<file path="config.mk">
export PLATFORM = sky130hd
export DESIGN_NAME = magic_square_generator
export DESIGN_NICKNAME = d
export VERILOG_FILES = /design/src/sv/msg_pkg.sv /design/src/sv/magic_square_generator.sv
export SDC_FILE = /design/constraint.sdc
export NUM_CORES = 1
export LEC_CHECK = 0
export BUFFER_PORTS_ARGS = -buffer_cell sky130_fd_sc_hd__buf_2
export CORE_ASPECT_RATIO = 1.5
export CORE_MARGIN = 1
export CORE_UTILIZATION = 25
export DETAILED_ROUTE_END_ITERATION = 10
export SLEW_MARGIN = 10
export SYNTH_ARGS = -nofsm -noshare
export SYNTH_HDL_FRONTEND = slang
export SYNTH_SLANG_ARGS = --single-unit
</file>
<file path="constraint.sdc">
create_clock -name clk -period 23.8 [get_ports clk]
set_clock_uncertainty 0.2 [all_clocks]
set_input_delay 0 -clock clk [delete_from_list [all_inputs] [get_ports clk]]
set_output_delay 0 -clock clk [all_outputs]
set_load 0.03 [all_outputs]
</file>
<file path="src/sv/msg_pkg.sv">
// ----------------------------------------------------------------------------
// msg_pkg: shared types and constants of the magic square generator
// Field widths, the result word layout and the small modular reduce helper.
// ----------------------------------------------------------------------------
package msg_pkg;

	localparam int MAX_ORDER = 64;
	localparam int ORDER_W   = 7;
	localparam int IDX_W     = 6;
	localparam int VAL_W     = 13;
	localparam int RED_W     = 9;

	typedef struct packed {
		logic [IDX_W-1:0] row;
		logic [IDX_W-1:0] col;
		logic [VAL_W-1:0] value;
		logic             done;
		logic             last;
	} word_t;

	// reduce a value below three times the modulus
	function automatic logic [RED_W-1:0] reduce3(input logic [RED_W-1:0] a,
		input logic [RED_W-1:0] m);
		logic [RED_W-1:0] r;
		r = a;
		if (r >= m) r = r - m;
		if (r >= m) r = r - m;
		return r;
	endfunction

endpackage

</file>
<file path="src/sv/magic_square_generator.sv">
// ----------------------------------------------------------------------------
// magic_square_generator: cell-by-cell magic square writer
// Each input word steps the row/column counters and emits the cell writes
// for that position, for odd, doubly even and singly even orders.
// ----------------------------------------------------------------------------
// Usage:
//   Config channel (cfg_valid/cfg_ready/order) sets the side length n; it is
//   always ready; the user must write it only while the block is idle, which
//   the block does not enforce. Orders above 64 saturate to 64; reset leaves n = 3.
//   Input channel (in_valid/in_ready/restart): restart = 1 starts a new
//   square and emits its first position, restart = 0 advances one position.
//   After reset the block is finished and ignores ticks until a restart.
//   Output channel (out_valid/out_ready/row/col/value/square_done/run_end):
//   one word per cell write; run_end marks the last word of a tick and
//   square_done the final write of the square.
//   The first output word is presented in the cycle after input acceptance.
//   Odd and doubly even orders emit one word per tick; singly even orders
//   emit two words per tick through the single output port, which drains
//   the two-entry result buffer.
//   When the receiver stalls, the buffer holds its words and in_ready drops
//   until the last buffered word is taken.
// ----------------------------------------------------------------------------
module magic_square_generator import msg_pkg::*; (
	input  logic                clk,
	input  logic                arst_n,
	input  logic                cfg_valid,
	output logic                cfg_ready,
	input  logic [ORDER_W-1:0]  order,
	input  logic                in_valid,
	output logic                in_ready,
	input  logic                restart,
	output logic                out_valid,
	input  logic                out_ready,
	output logic [IDX_W-1:0]    row,
	output logic [IDX_W-1:0]    col,
	output logic [VAL_W-1:0]    value,
	output logic                square_done,
	output logic                run_end
);

	logic [ORDER_W-1:0] n_q;
	logic [VAL_W-1:0]   nsq_q;
	logic [IDX_W-1:0]   outer_q, inner_q;
	logic               parity_q, fin_q;
	word_t              buf_q [2];
	logic [1:0]         cnt_q;

	logic               in_fire, out_fire;
	logic [ORDER_W-1:0] n_sat;
	logic [IDX_W-1:0]   i0, j0;
	logic               p0, f0;
	logic [IDX_W-1:0]   h;
	logic [ORDER_W-1:0] lim;
	logic               is_odd, is_de, run, last;
	logic [VAL_W-1:0]   in_prod, k_lin, shift;
	logic [RED_W-1:0]   ox, oy, sk, sx, jj, nn, hh;
	logic [ORDER_W-1:0] odd_f, jn;
	logic [VAL_W-1:0]   v0, v1, va, vb;
	logic               de_x, de_y, toggle;
	word_t              res0, res1;
	logic [1:0]         nres;
	logic [IDX_W-1:0]   outer_d, inner_d;
	logic               parity_d, fin_d;
	word_t              buf_d [2];
	logic [1:0]         cnt_d;

	assign cfg_ready = 1'b1;
	assign in_fire   = in_valid & in_ready;
	assign out_valid = (cnt_q != 2'd0);
	assign out_fire  = out_valid & out_ready;
	assign in_ready  = (cnt_q == 2'd0) || ((cnt_q == 2'd1) && out_ready);

	assign row         = buf_q[0].row;
	assign col         = buf_q[0].col;
	assign value       = buf_q[0].value;
	assign square_done = buf_q[0].done;
	assign run_end     = buf_q[0].last;

	assign n_sat = (order > ORDER_W'(MAX_ORDER)) ? ORDER_W'(MAX_ORDER) : order;

	always_comb begin
		i0 = restart ? '0 : outer_q;
		j0 = restart ? '0 : inner_q;
		p0 = restart ? 1'b0 : parity_q;
		f0 = restart ? 1'b0 : fin_q;

		h      = n_q[ORDER_W-1:1];
		is_odd = n_q[0];
		is_de  = (n_q[1:0] == 2'b00);
		lim    = (is_odd || is_de) ? n_q : {1'b0, h};
		run    = !f0 && (n_q != '0) && ({1'b0, i0} < lim) && ({1'b0, j0} < n_q);
		last   = run && ({1'b0, i0} == lim - 1'b1) && ({1'b0, j0} == n_q - 1'b1);

		jj = RED_W'(j0);
		nn = RED_W'(n_q);
		hh = RED_W'(h);

		in_prod = VAL_W'({7'd0, i0} * {6'd0, n_q});
		k_lin   = in_prod + VAL_W'(j0) + 1'b1;

		// odd order
		ox = reduce3(hh + jj + nn - RED_W'(i0), nn);
		oy = reduce3({2'b00, i0, 1'b0} + nn - jj, nn);

		// doubly even order
		de_x = j0[1] ^ j0[0];
		de_y = i0[1] ^ i0[0];

		// singly even order
		sk    = reduce3(hh + RED_W'(i0) - 1'b1, hh);
		sx    = reduce3(sk + hh - 1'b1, hh);
		odd_f = {h - 1'b1 - i0, 1'b1};
		shift = VAL_W'({6'd0, n_q} * {6'd0, odd_f});
		if ((jj == sx) || (jj == nn - sx - 1'b1))
			v0 = in_prod + VAL_W'(n_q) - VAL_W'(j0) - 1'b1;
		else
			v0 = in_prod + VAL_W'(j0) + ((jj == sk) ? shift : '0);
		v1 = nsq_q - in_prod - VAL_W'(j0) - 1'b1
			- ((jj == nn - sk - 1'b1) ? shift : '0);
		va = p0 ? v1 : v0;
		vb = p0 ? v0 : v1;
		toggle = (jj != hh - 1'b1) && (jj != sk - 1'b1) && (jj != nn - sk - 1'b1);

		res0 = '0;
		res1 = '0;
		nres = 2'd0;
		if (run) begin
			if (is_odd) begin
				res0 = '{row: oy[IDX_W-1:0], col: ox[IDX_W-1:0], value: k_lin,
					done: last, last: 1'b1};
				nres = 2'd1;
			end else if (is_de) begin
				res0 = '{row: i0, col: j0,
					value: (de_x == de_y) ? k_lin : nsq_q + 1'b1 - k_lin,
					done: last, last: 1'b1};
				nres = 2'd1;
			end else begin
				res0 = '{row: i0, col: j0, value: va + 1'b1, done: 1'b0, last: 1'b0};
				res1 = '{row: IDX_W'(n_q - 1'b1) - i0, col: IDX_W'(n_q - 1'b1) - j0,
					value: vb + 1'b1, done: last, last: 1'b1};
				nres = 2'd2;
			end
		end

		outer_d  = i0;
		inner_d  = j0;
		parity_d = p0;
		fin_d    = !run || last;
		jn       = {1'b0, j0} + 1'b1;
		if (run) begin
			if (jn >= n_q) begin
				inner_d = '0;
				outer_d = i0 + 1'b1;
			end else begin
				inner_d = jn[IDX_W-1:0];
			end
			if (!is_odd && !is_de && toggle)
				parity_d = !p0;
		end

		buf_d[0] = buf_q[0];
		buf_d[1] = buf_q[1];
		cnt_d    = cnt_q;
		if (in_fire && (nres != 2'd0)) begin
			buf_d[0] = res0;
			buf_d[1] = res1;
			cnt_d    = nres;
		end else if (out_fire) begin
			buf_d[0] = buf_q[1];
			cnt_d    = cnt_q - 1'b1;
		end
	end

	always_ff @(posedge clk or negedge arst_n) begin
		if (!arst_n) begin
			n_q      <= ORDER_W'(3);
			nsq_q    <= VAL_W'(9);
			outer_q  <= '0;
			inner_q  <= '0;
			parity_q <= 1'b0;
			fin_q    <= 1'b1;
			cnt_q    <= 2'd0;
		end else begin
			if (cfg_valid && cfg_ready) begin
				n_q   <= n_sat;
				nsq_q <= VAL_W'({6'd0, n_sat} * {6'd0, n_sat});
			end
			if (in_fire) begin
				outer_q  <= outer_d;
				inner_q  <= inner_d;
				parity_q <= parity_d;
				fin_q    <= fin_d;
			end
			cnt_q <= cnt_d;
		end
	end

	always_ff @(posedge clk) begin
		buf_q[0] <= buf_d[0];
		buf_q[1] <= buf_d[1];
	end

endmodule

</file>
# --- Yosys cells after proc, flatten, opt, wreduce, memory -nomap -nowiden ---
# Memory sizes are Yosys's and may differ from the RTL's.
# Index checks and enable logic that the tools add are counted.
totals:
  out_inout_bits: 30
  mem_count: 1
  in_bits: 13
  ramBits: 54
  wordCells: 150
  ff_bits: 36
op_classes:
  reduce_logical: 26
  addsub: 46
  multipliers: 3
  magnitude_cmp: 12
  bitwise: 4
  n_eq_ne: 11
  mux: 40
memory_table:
  columns: ["name", "depth", "width", "read_ports", "rd_ports_with_merged_regs", "wr", "line", "source"]
  rows:
  - ["buf_q", 2, 27, 2, 0, 2, "magic_square_generator.sv:45", "word_t buf_q [2];"]
ops:
  columns: ["op", "count"]
  rows:
  - ["27-bit 2-to-1 mux", 8]
  - ["13-bit 2-to-1 mux", 6]
  - ["9-bit 2-to-1 mux", 6]
  - ["13-bit by 1-bit adder with 13-bit output (second input constant)", 4]
  - ["6-bit 2-to-1 mux", 8]
  - ["13-bit subtractor", 3]
  - ["6-bit by 9-bit equality test with 1-bit output", 4]
  - ["9-bit by 6-bit greater-or-equal comparator with 1-bit output", 4]
  - ["9-bit by 7-bit greater-or-equal comparator with 1-bit output", 4]
  - ["9-bit by 1-bit subtractor with 9-bit output (second input constant)", 4]
  - ["6-bit subtractor", 5]
  - ["6-bit by 9-bit inequality test with 1-bit output", 3]
  - ["9-bit by 6-bit subtractor with 9-bit output", 3]
  - ["7-bit by 7-bit multiplier with 13-bit output", 2]
  - ["13-bit by 1-bit subtractor with 13-bit output (second input constant)", 2]
  - ["13-bit by 6-bit subtractor with 13-bit output", 2]
  - ["7-bit by 9-bit subtractor with 9-bit output", 2]
  - ["8-bit by 6-bit subtractor with 9-bit output", 2]
  - ["9-bit by 7-bit subtractor with 9-bit output", 2]
  - ["7-bit by 7-bit adder with 8-bit output", 2]
  - ["15-bit 2-to-1 mux", 1]
  - ["6-bit by 6-bit adder with 7-bit output", 2]
  - ["6-bit by 7-bit equality test with 1-bit output", 2]
  - ["6-bit by 7-bit less-than comparator with 1-bit output", 2]
  - ["other kinds (28)", 59]

# --- Depth between registers and ports, before layout ---
# Gate-level depths: netlist (run 1).
depth:
  depth_word: 24
  ltp_mapped: 77
  ltp_nobuf: 73

# --- Worst setup path after synthesis (run 1) ---
# OpenSTA, ideal clock, no wires.
synth_path:
  kind: "register to register"
  from: "register n_q[2]"
  to: "memory buf_q[0][41] (netlist bit) (data pin)"
  stages_incl_launch_ff: 71
  synth_period_minus_slack_ns: 16.974
  setup_time_ns: 0.146
  required_time_ns: 23.454
  n_path_buf: 4
  path_slack_ns: 6.826
  t_arrival_ns: 16.628
  path_cell_list: "dfrtp_1 clkbuf_1 clkinv_1 ha_1 inv_1 ha_1 ha_1 o21bai_1 a21o_1 a21oi_1 xnor2_1 ha_1 o41a_1 a2111oi_2 mux2_2 inv_1 ha_1 nor2b_1 [35 not listed] a21o_1 a21o_1 a21o_1 a21o_1 a21oi_1 mux2i_1 a2111o_1 buf_2 o21a_1 buf_2 and3_1 nor4_2 ha_1 o2111ai_1 a211oi_2 nand4_2 or4_1 a21oi_1"
synth_rtl:
  columns: ["element", "line", "source"]
  rows:
  - ["start, declared", "magic_square_generator.sv:41", "logic [ORDER_W-1:0] n_q;"]
  - ["start signal, assigned", "magic_square_generator.sv:185", "n_q <= n_sat;"]
  - ["end, declared", "magic_square_generator.sv:45", null]

==> results of run 1 <==
==> path summary, 6_finish.rpt <==
path	endpoint	slack (ns)	cells past startpoint
worst max-delay path	buf_q[0][41]$_SDFFCE_PP0P_	5.11	72
worst min-delay path	n_q[1]$_DFFE_PN1P_	-0.02	4
worst max register to register	buf_q[0][41]$_SDFFCE_PP0P_	5.13	70
worst min register to register	inner_q[1]$_DFFE_PN0P_	0.32	1
max in group asynchronous	nsq_q[4]$_DFFE_PN0P_	22.72	2
min in group asynchronous	inner_q[2]$_DFFE_PN0P_	0.08	2
==> worst reg2reg max path, delay by kind of cell, from the launching register on <==
| kind | cells | cell delay [ns] |
|---|---|---|
| XOR/XNOR | 4 | 0.87 |
| AO/OA/AOI/OAI | 31 | 8.20 |
| buffers and inverters | 7 | 1.05 |
| multiplexers | 4 | 1.77 |
| adder cells (fa/ha/maj) | 10 | 2.93 |
| flip-flops | 1 | 0.41 |
| AND/OR/NAND/NOR | 14 | 3.07 |
==> sequential cells by signal, summed over array words and instances, names as in the netlist <==
name	count
buf_q	54
nsq_q	11
n_q	7
inner_q	6
outer_q	6
cnt_q	2
fin_q	1
parity_q	1
==> cells by family (layout without fill, tap and decap cells) <==
family	after synthesis	after routing	share of synthesized area, %
AND/OR/NAND/NOR	657	657	15.8
buffers and inverters	363	378	7.35
multiplexers	67	67	3.50
flip-flops	88	88	12.2
adder cells (fa/ha/maj)	424	424	30.4
XOR/XNOR	253	253	11.2
other	2	8	0.0370
AO/OA/AOI/OAI	595	595	19.5
==> layout make-up <==
type / count / area (µm²) / share of cell area, %
Timing Repair Buffer: 94 / 648 / 2.94
Tap cell: 1032 / 1290 / 5.85
Sequential cell: 88 / 2480 / 11.2
Inverter: 268 / 1010 / 4.56
Clock inverter: 7 / 67.6 / 0.306
Multi-Input combinational cell: 2004 / 16400 / 74.1
Clock buffer: 9 / 225 / 1.02
==> through the flow <==
step                hold slack (ns)  instance area [µm²]  setup slack (ns)  cells  util [%]
floorplan                    -0.496                20300              6.83   2455         -
global placement            -0.0261                21600              5.63   3468      26.9
detailed placement          -0.0312                21600              5.31   3468      26.9
CTS                         0.00553                22100              5.18   3502      27.5
global route                 0.0372                22100              3.62   3502      27.5
finish                      -0.0201                22100              5.11   3502      27.5
==> metal layers <==
metal  vias to the layer above  routed length (µm)  global-route usage [%]
li1                       8523                   -                       -
met1                      8516               22800                    15.3
met2                       449               34700                    30.6
met3                       219                2070                    1.24
met4                         0                4910                    11.3
met5                         -                   0                       0
==> synth_stat cells, types with 6 or more instances <==
cell type	n
a211oi_1	19
nand2_1	183
xnor2_1	180
buf_4	29
or2_2	8
a31oi_1	14
a21boi_0	7
clkinv_1	6
o21bai_1	43
nand3_1	46
nor2b_1	43
nor4_1	10
o31ai_1	9
mux2_2	25
xor2_1	68
and2_1	30
nand4_1	23
o21a_1	18
a21o_1	72
nor2_1	182
mux2i_1	40
a211o_1	7
and3_1	24
o2111ai_1	6
nand2b_1	27
a221oi_1	8
ha_1	305
a21oi_1	181
edfxtp_1	54
o21ai_1	7
inv_2	6
or3_1	8
fa_1	116
o21ai_0	98
clkbuf_1	54
inv_1	256
o211ai_1	26
nor3_1	35
dfrtp_1	30
o211a_1	6
==> cells in the final DEF (no fill, tap or decap), drive strengths merged, types with 46 or more instances in the layout <==
cell    instances
a21o           72
a21oi         185
buf            76
edfxtp         54
fa            116
ha            305
inv           267
nand2         183
nand3          46
nor2          183
o21ai         106
xnor2         183
xor2           68
==> flow_summary.yaml, run 1 <==
status:
  outcome: "finished, violations left"
  failed_checks: "negative hold slack"
sta:
  worst_pin_slew_ns: 1.12
  period_minus_slack_ns: 18.69
  min_period_over_period_pct: 78.5
  finalHoldViolCount: 1
  max_freq_mhz: 53.5
  fin_tns_setup_ns: 0
  setup_violations: 0
  maxSlewViolCount: 0
  fin_hold_ws_ns: -0.0201
  rsz0062_at_grt: "false"
  slew_headroom_pct: 24.9
worst_setup_path:
  worst-setup-path-type: "primary input to flop"
  path_buf_inv: 9
  cp_slowest_cell: "a2111oi_2"
  cp.arrival_ns: 18.69
  critPathCaptureType: "flop"
  rr_startpoint: "outer_q[2]$_DFFE_PN0P_"
  cpMostUsedCell: "ha_1"
  slowest_delay_ns: 0.81
  startpoint_type: "primary input"
  worstSetupStartpoint: "restart"
  crit_required_ns: 23.80
  path_max_fanout: 15
  worst_path_dominant_cell_family: "compound AO/OA/AOI/OAI gates"
clocking:
  post_cts_resized: 0
  cts_setup_buffers: 0
  clk_latency_ns: 0.37
  cts_root_buf: "clkbuf_16"
  cts.hold.buffers_added: 18
  cts_max_level: 3
  clockBufferDepth: 2
  cts_tree: "built"
  cts_inserted_buffers: 9
  clkSinkCount: 88
  clk_pin_slew_ns: 0.08
finish:
  nets: 2899
  drive_gt1_share_pct: 7.09
  fillers: 8536
  syn_to_final_growth_pct: 8.72
  antenna_cells: 0
route:
  wl_per_cell_um: 18.4
  drc: 0
  first_pass_iters: 5
  vias_per_cell: 5.06
  num_vias: 17700
  final_antenna_net_count: 0
  drt-initial-drc-count: 919
  routed_wirelength_um: 64500
logic_synthesis:
  yosys_warnings: 0
  synthTopCellsByArea: "ha_1 19%, fa_1 11%, edfxtp_1 8.0%"
  synthCells: 2449
  synth_area_um2: 20300
  avgSynthCellArea_um2: 8.29
  synth_top_cell_area_share_pct: 18.8
  synthArstFlopShare_pct: 38.6
  synth_cell_types: 103
  ys_seq_area_share_pct: 12.2
  synth-main-ff-cell: "edfxtp_1"
  synth_edf_count: 54
  yosys.area.top_type: "ha_1"
  ys_seq_elements: 88
die:
  fp.dieW_um: 235
  core_area_um2: 80200
  die_area_um2: 82400
  fp.dieH_um: 351
  initial_core_util_pct: 25.3
  rows: 127
  ios: 43
global_routing:
  grt_use_total_pct: 15.6
  overflow: 0
  grt_pass1_vias: 17900
  grt_pass1_wl_um: 99800
  grt_max_degree: 50
  antenna_found_initial: 0
placement:
  place.gp.congestion: 0.921
  hpwl_um: 51400
  portBuffers: 41
min_path:
  hp-start: "order[1]"
  hold_path.class: "primary input to flop"
job:
  drv_cap: 0
Power of run 1 is not shown: default switching activity piles up to over one toggle a cycle in this logic, so the estimate is an artifact.
==> run 2, diff against run 1 <==
- ABC_AREA: default -> 1
- clock period: 23.8 -> 18.37 ns (I/O delays scaled with it)
==> flow_summary.yaml, run 2 <==
status:
  outcome: "complete, no violations"
worst_setup_path:
  worst-setup-path-type: "flop to flop"
  cpMostUsedCell: "nand2_1"
  cp.arrival_ns: 14.53
  cp_slowest_cell: "fa_1"
  startpoint_type: "flop"
  worst_path_dominant_cell_family: "simple AND/OR/NAND/NOR gates"
  critPathCaptureType: "flop"
  path_buf_inv: 10
  crit_required_ns: 18.31
  path_max_fanout: 16
  slowest_delay_ns: 0.48
die:
  initial_core_util_pct: 25.3
  ios: 43
  die_area_um2: 80800
  core_area_um2: 78800
  fp.dieW_um: 232
  fp.dieH_um: 348
  rows: 126
global_routing:
  antenna_found_initial: 0
  grt_max_degree: 56
  grt_use_total_pct: 16.0
  grt_pass1_vias: 18700
  grt_pass1_wl_um: 101000
  overflow: 0
sta:
  timing.final.ws_setup_ns: 3.79
  min_period_over_period_pct: 79.4
  worst_pin_slew_ns: 0.999
  setup_violations: 0
  max_freq_mhz: 68.6
  finalHoldViolCount: 0
  fin_tns_setup_ns: 0
  slew_headroom_pct: 33.4
  fin_hold_ws_ns: 0.0537
  period_minus_slack_ns: 14.58
  maxSlewViolCount: 0
  rsz0062_at_grt: "false"
min_path:
  hold_path.class: "primary input to flop"
finish:
  largest_reg_flops: 54
  drive_gt1_share_pct: 7.18
  fillers: 8740
  layout_common_cells: "543 x nand2_1, 461 x inv_1, 305 x ha_1, 251 x nor2_1, 158 x a21oi_1"
  syn_to_final_growth_pct: 8.58
  nets: 3257
  top_register: "buf_q"
  stdcell_count: 3852
  final_common_cell: "nand2_1"
  top_regs: "buf_q (54), nsq_q (11), n_q (7)"
  ff_latch_area_um2: 2480
  multiInputGateArea_um2: 15200
  antenna_cells: 0
route:
  vias_per_cell: 4.71
  drc: 0
  first_pass_iters: 6
  routed_wirelength_um: 62800
  drt-initial-drc-count: 1006
  final_antenna_net_count: 0
  wl_per_cell_um: 16.3
  num_vias: 18200
clocking:
  cts_setup_buffers: 0
  cts_inserted_buffers: 9
  clk_latency_ns: 0.39
  cts_tree: "built"
  cts_max_level: 3
  clockBufferDepth: 2
  clk_pin_slew_ns: 0.10
  cts_root_buf: "clkbuf_16"
  clkSinkCount: 88
placement:
  dp.cells: 3827
  place.gp.congestion: 0.942
  portBuffers: 41
  hpwl_um: 50600
  place_ws_ns: 3.85
logic_synthesis:
  avgSynthCellArea_um2: 7.11
  synth_edf_count: 54
  synth-main-ff-cell: "edfxtp_1"
  synth_area_um2: 19900
  yosys.area.top_type: "ha_1"
  ys_seq_elements: 88
  synthArstFlopShare_pct: 38.6
  yosys_warnings: 0
  synthTopCellsByArea: "ha_1 19%, fa_1 12%, nand2_1 10%"
  synth_cell_types: 65
  synthTopCellsByCount: "543 x nand2_1, 461 x inv_1, 305 x ha_1, 253 x nor2_1, 158 x a21oi_1"
  synth_top_cell_area_share_pct: 19.2
  ys_seq_area_share_pct: 12.4
  synthCells: 2799
  synth_most_common_cell: "nand2_1"
job:
  drv_cap: 0
[run 2: changes by cell type after synthesis, sizes merged, moves of 27 or more]
cell    before  now
xnor2      183   64
nand3       46  171
o21ai      106  161
nand2b      27    0
inv        262  470
mux2i       41    1
xor2        68  123
nor2b       43    0
nand2      183  574
nor2       183  268
a21o        72    5
[run 2: worst min-delay path, stage by stage]
cell and delay, ns:
buf_2 0.11, inv_1 0.09, nor2_1 0.12, nand2_1 0.13
o21ai_0 0.12
[run 2: final timing paths]
| kind | from | endpoint | slack (ns) | depth (start not counted) |
|---|---|---|---|---|
| setup reg to reg | outer_q[1]$_DFFE_PN0P_ | buf_q[0][12]$_DFFE_PP_ | 3.79 | 88 |
| max in group asynchronous | arst_n | n_q[5]$_DFFE_PN0P_ | 17.22 | 2 |
| hold reg to reg | fin_q$_DFFE_PN1P_ | fin_q$_DFFE_PN1P_ | 0.33 | 2 |
| setup / recovery | outer_q[1]$_DFFE_PN0P_ | buf_q[0][12]$_DFFE_PP_ | 3.79 | 88 |
| min in group asynchronous | arst_n | parity_q$_DFFE_PN0P_ | 0.11 | 2 |
| hold / removal | order[3] | n_q[3]$_DFFE_PN0P_ | 0.05 | 5 |
[run 2: logic make-up (layout without fill, tap and decap cells)]
logic type               count (synthesis)  after routing  synth area share [%]
AO/OA/AOI/OAI                          423            423                  12.0
adder cells (fa/ha/maj)                421            421                  30.8
flip-flops                              88             88                  12.4
AND/OR/NAND/NOR                       1121           1121                  25.1
buffers and inverters                  555            578                  11.2
other                                    2              8                0.0377
multiplexers                             2              2                 0.107
XOR/XNOR                               187            187                  8.22
[run 2: layout make-up]
cell class                 count  area share, %
inverter                     480           8.33
clock inverter                 7          0.312
sequential                    88           11.5
clock buffer                   9           1.04
multi-input combinational   2162           70.5
timing repair buffer          82           2.48
tap                         1024           5.93
[run 2: timing repair]
| action | CTS | global route |
|---|---|---|
| resized for setup | 0 | 0 |
| hold buffers | 9 | 0 |
| endpoints found under the hold margin | 41 | 0 |
[run 2: stage by stage]
step | utilization, % | cell area (µm²)
global route | 27.4 | 21600
global placement | 26.9 | 21200
detailed placement | 26.9 | 21200
CTS | 27.4 | 21600
finish | 27.4 | 21600
floorplan | - | 19900
[run 2: routing by layer]
layer / global-route usage [%] / share of wire (%) / vias to the layer above
met5: 0 / 0 / -
met4: 9.40 / 6.3 / 0
met3: 1.25 / 3.1 / 156
met2: 30.4 / 53 / 392
met1: 16.9 / 37 / 8563
li1: - / - / 9050
Power of run 2 is left out for the same reason.
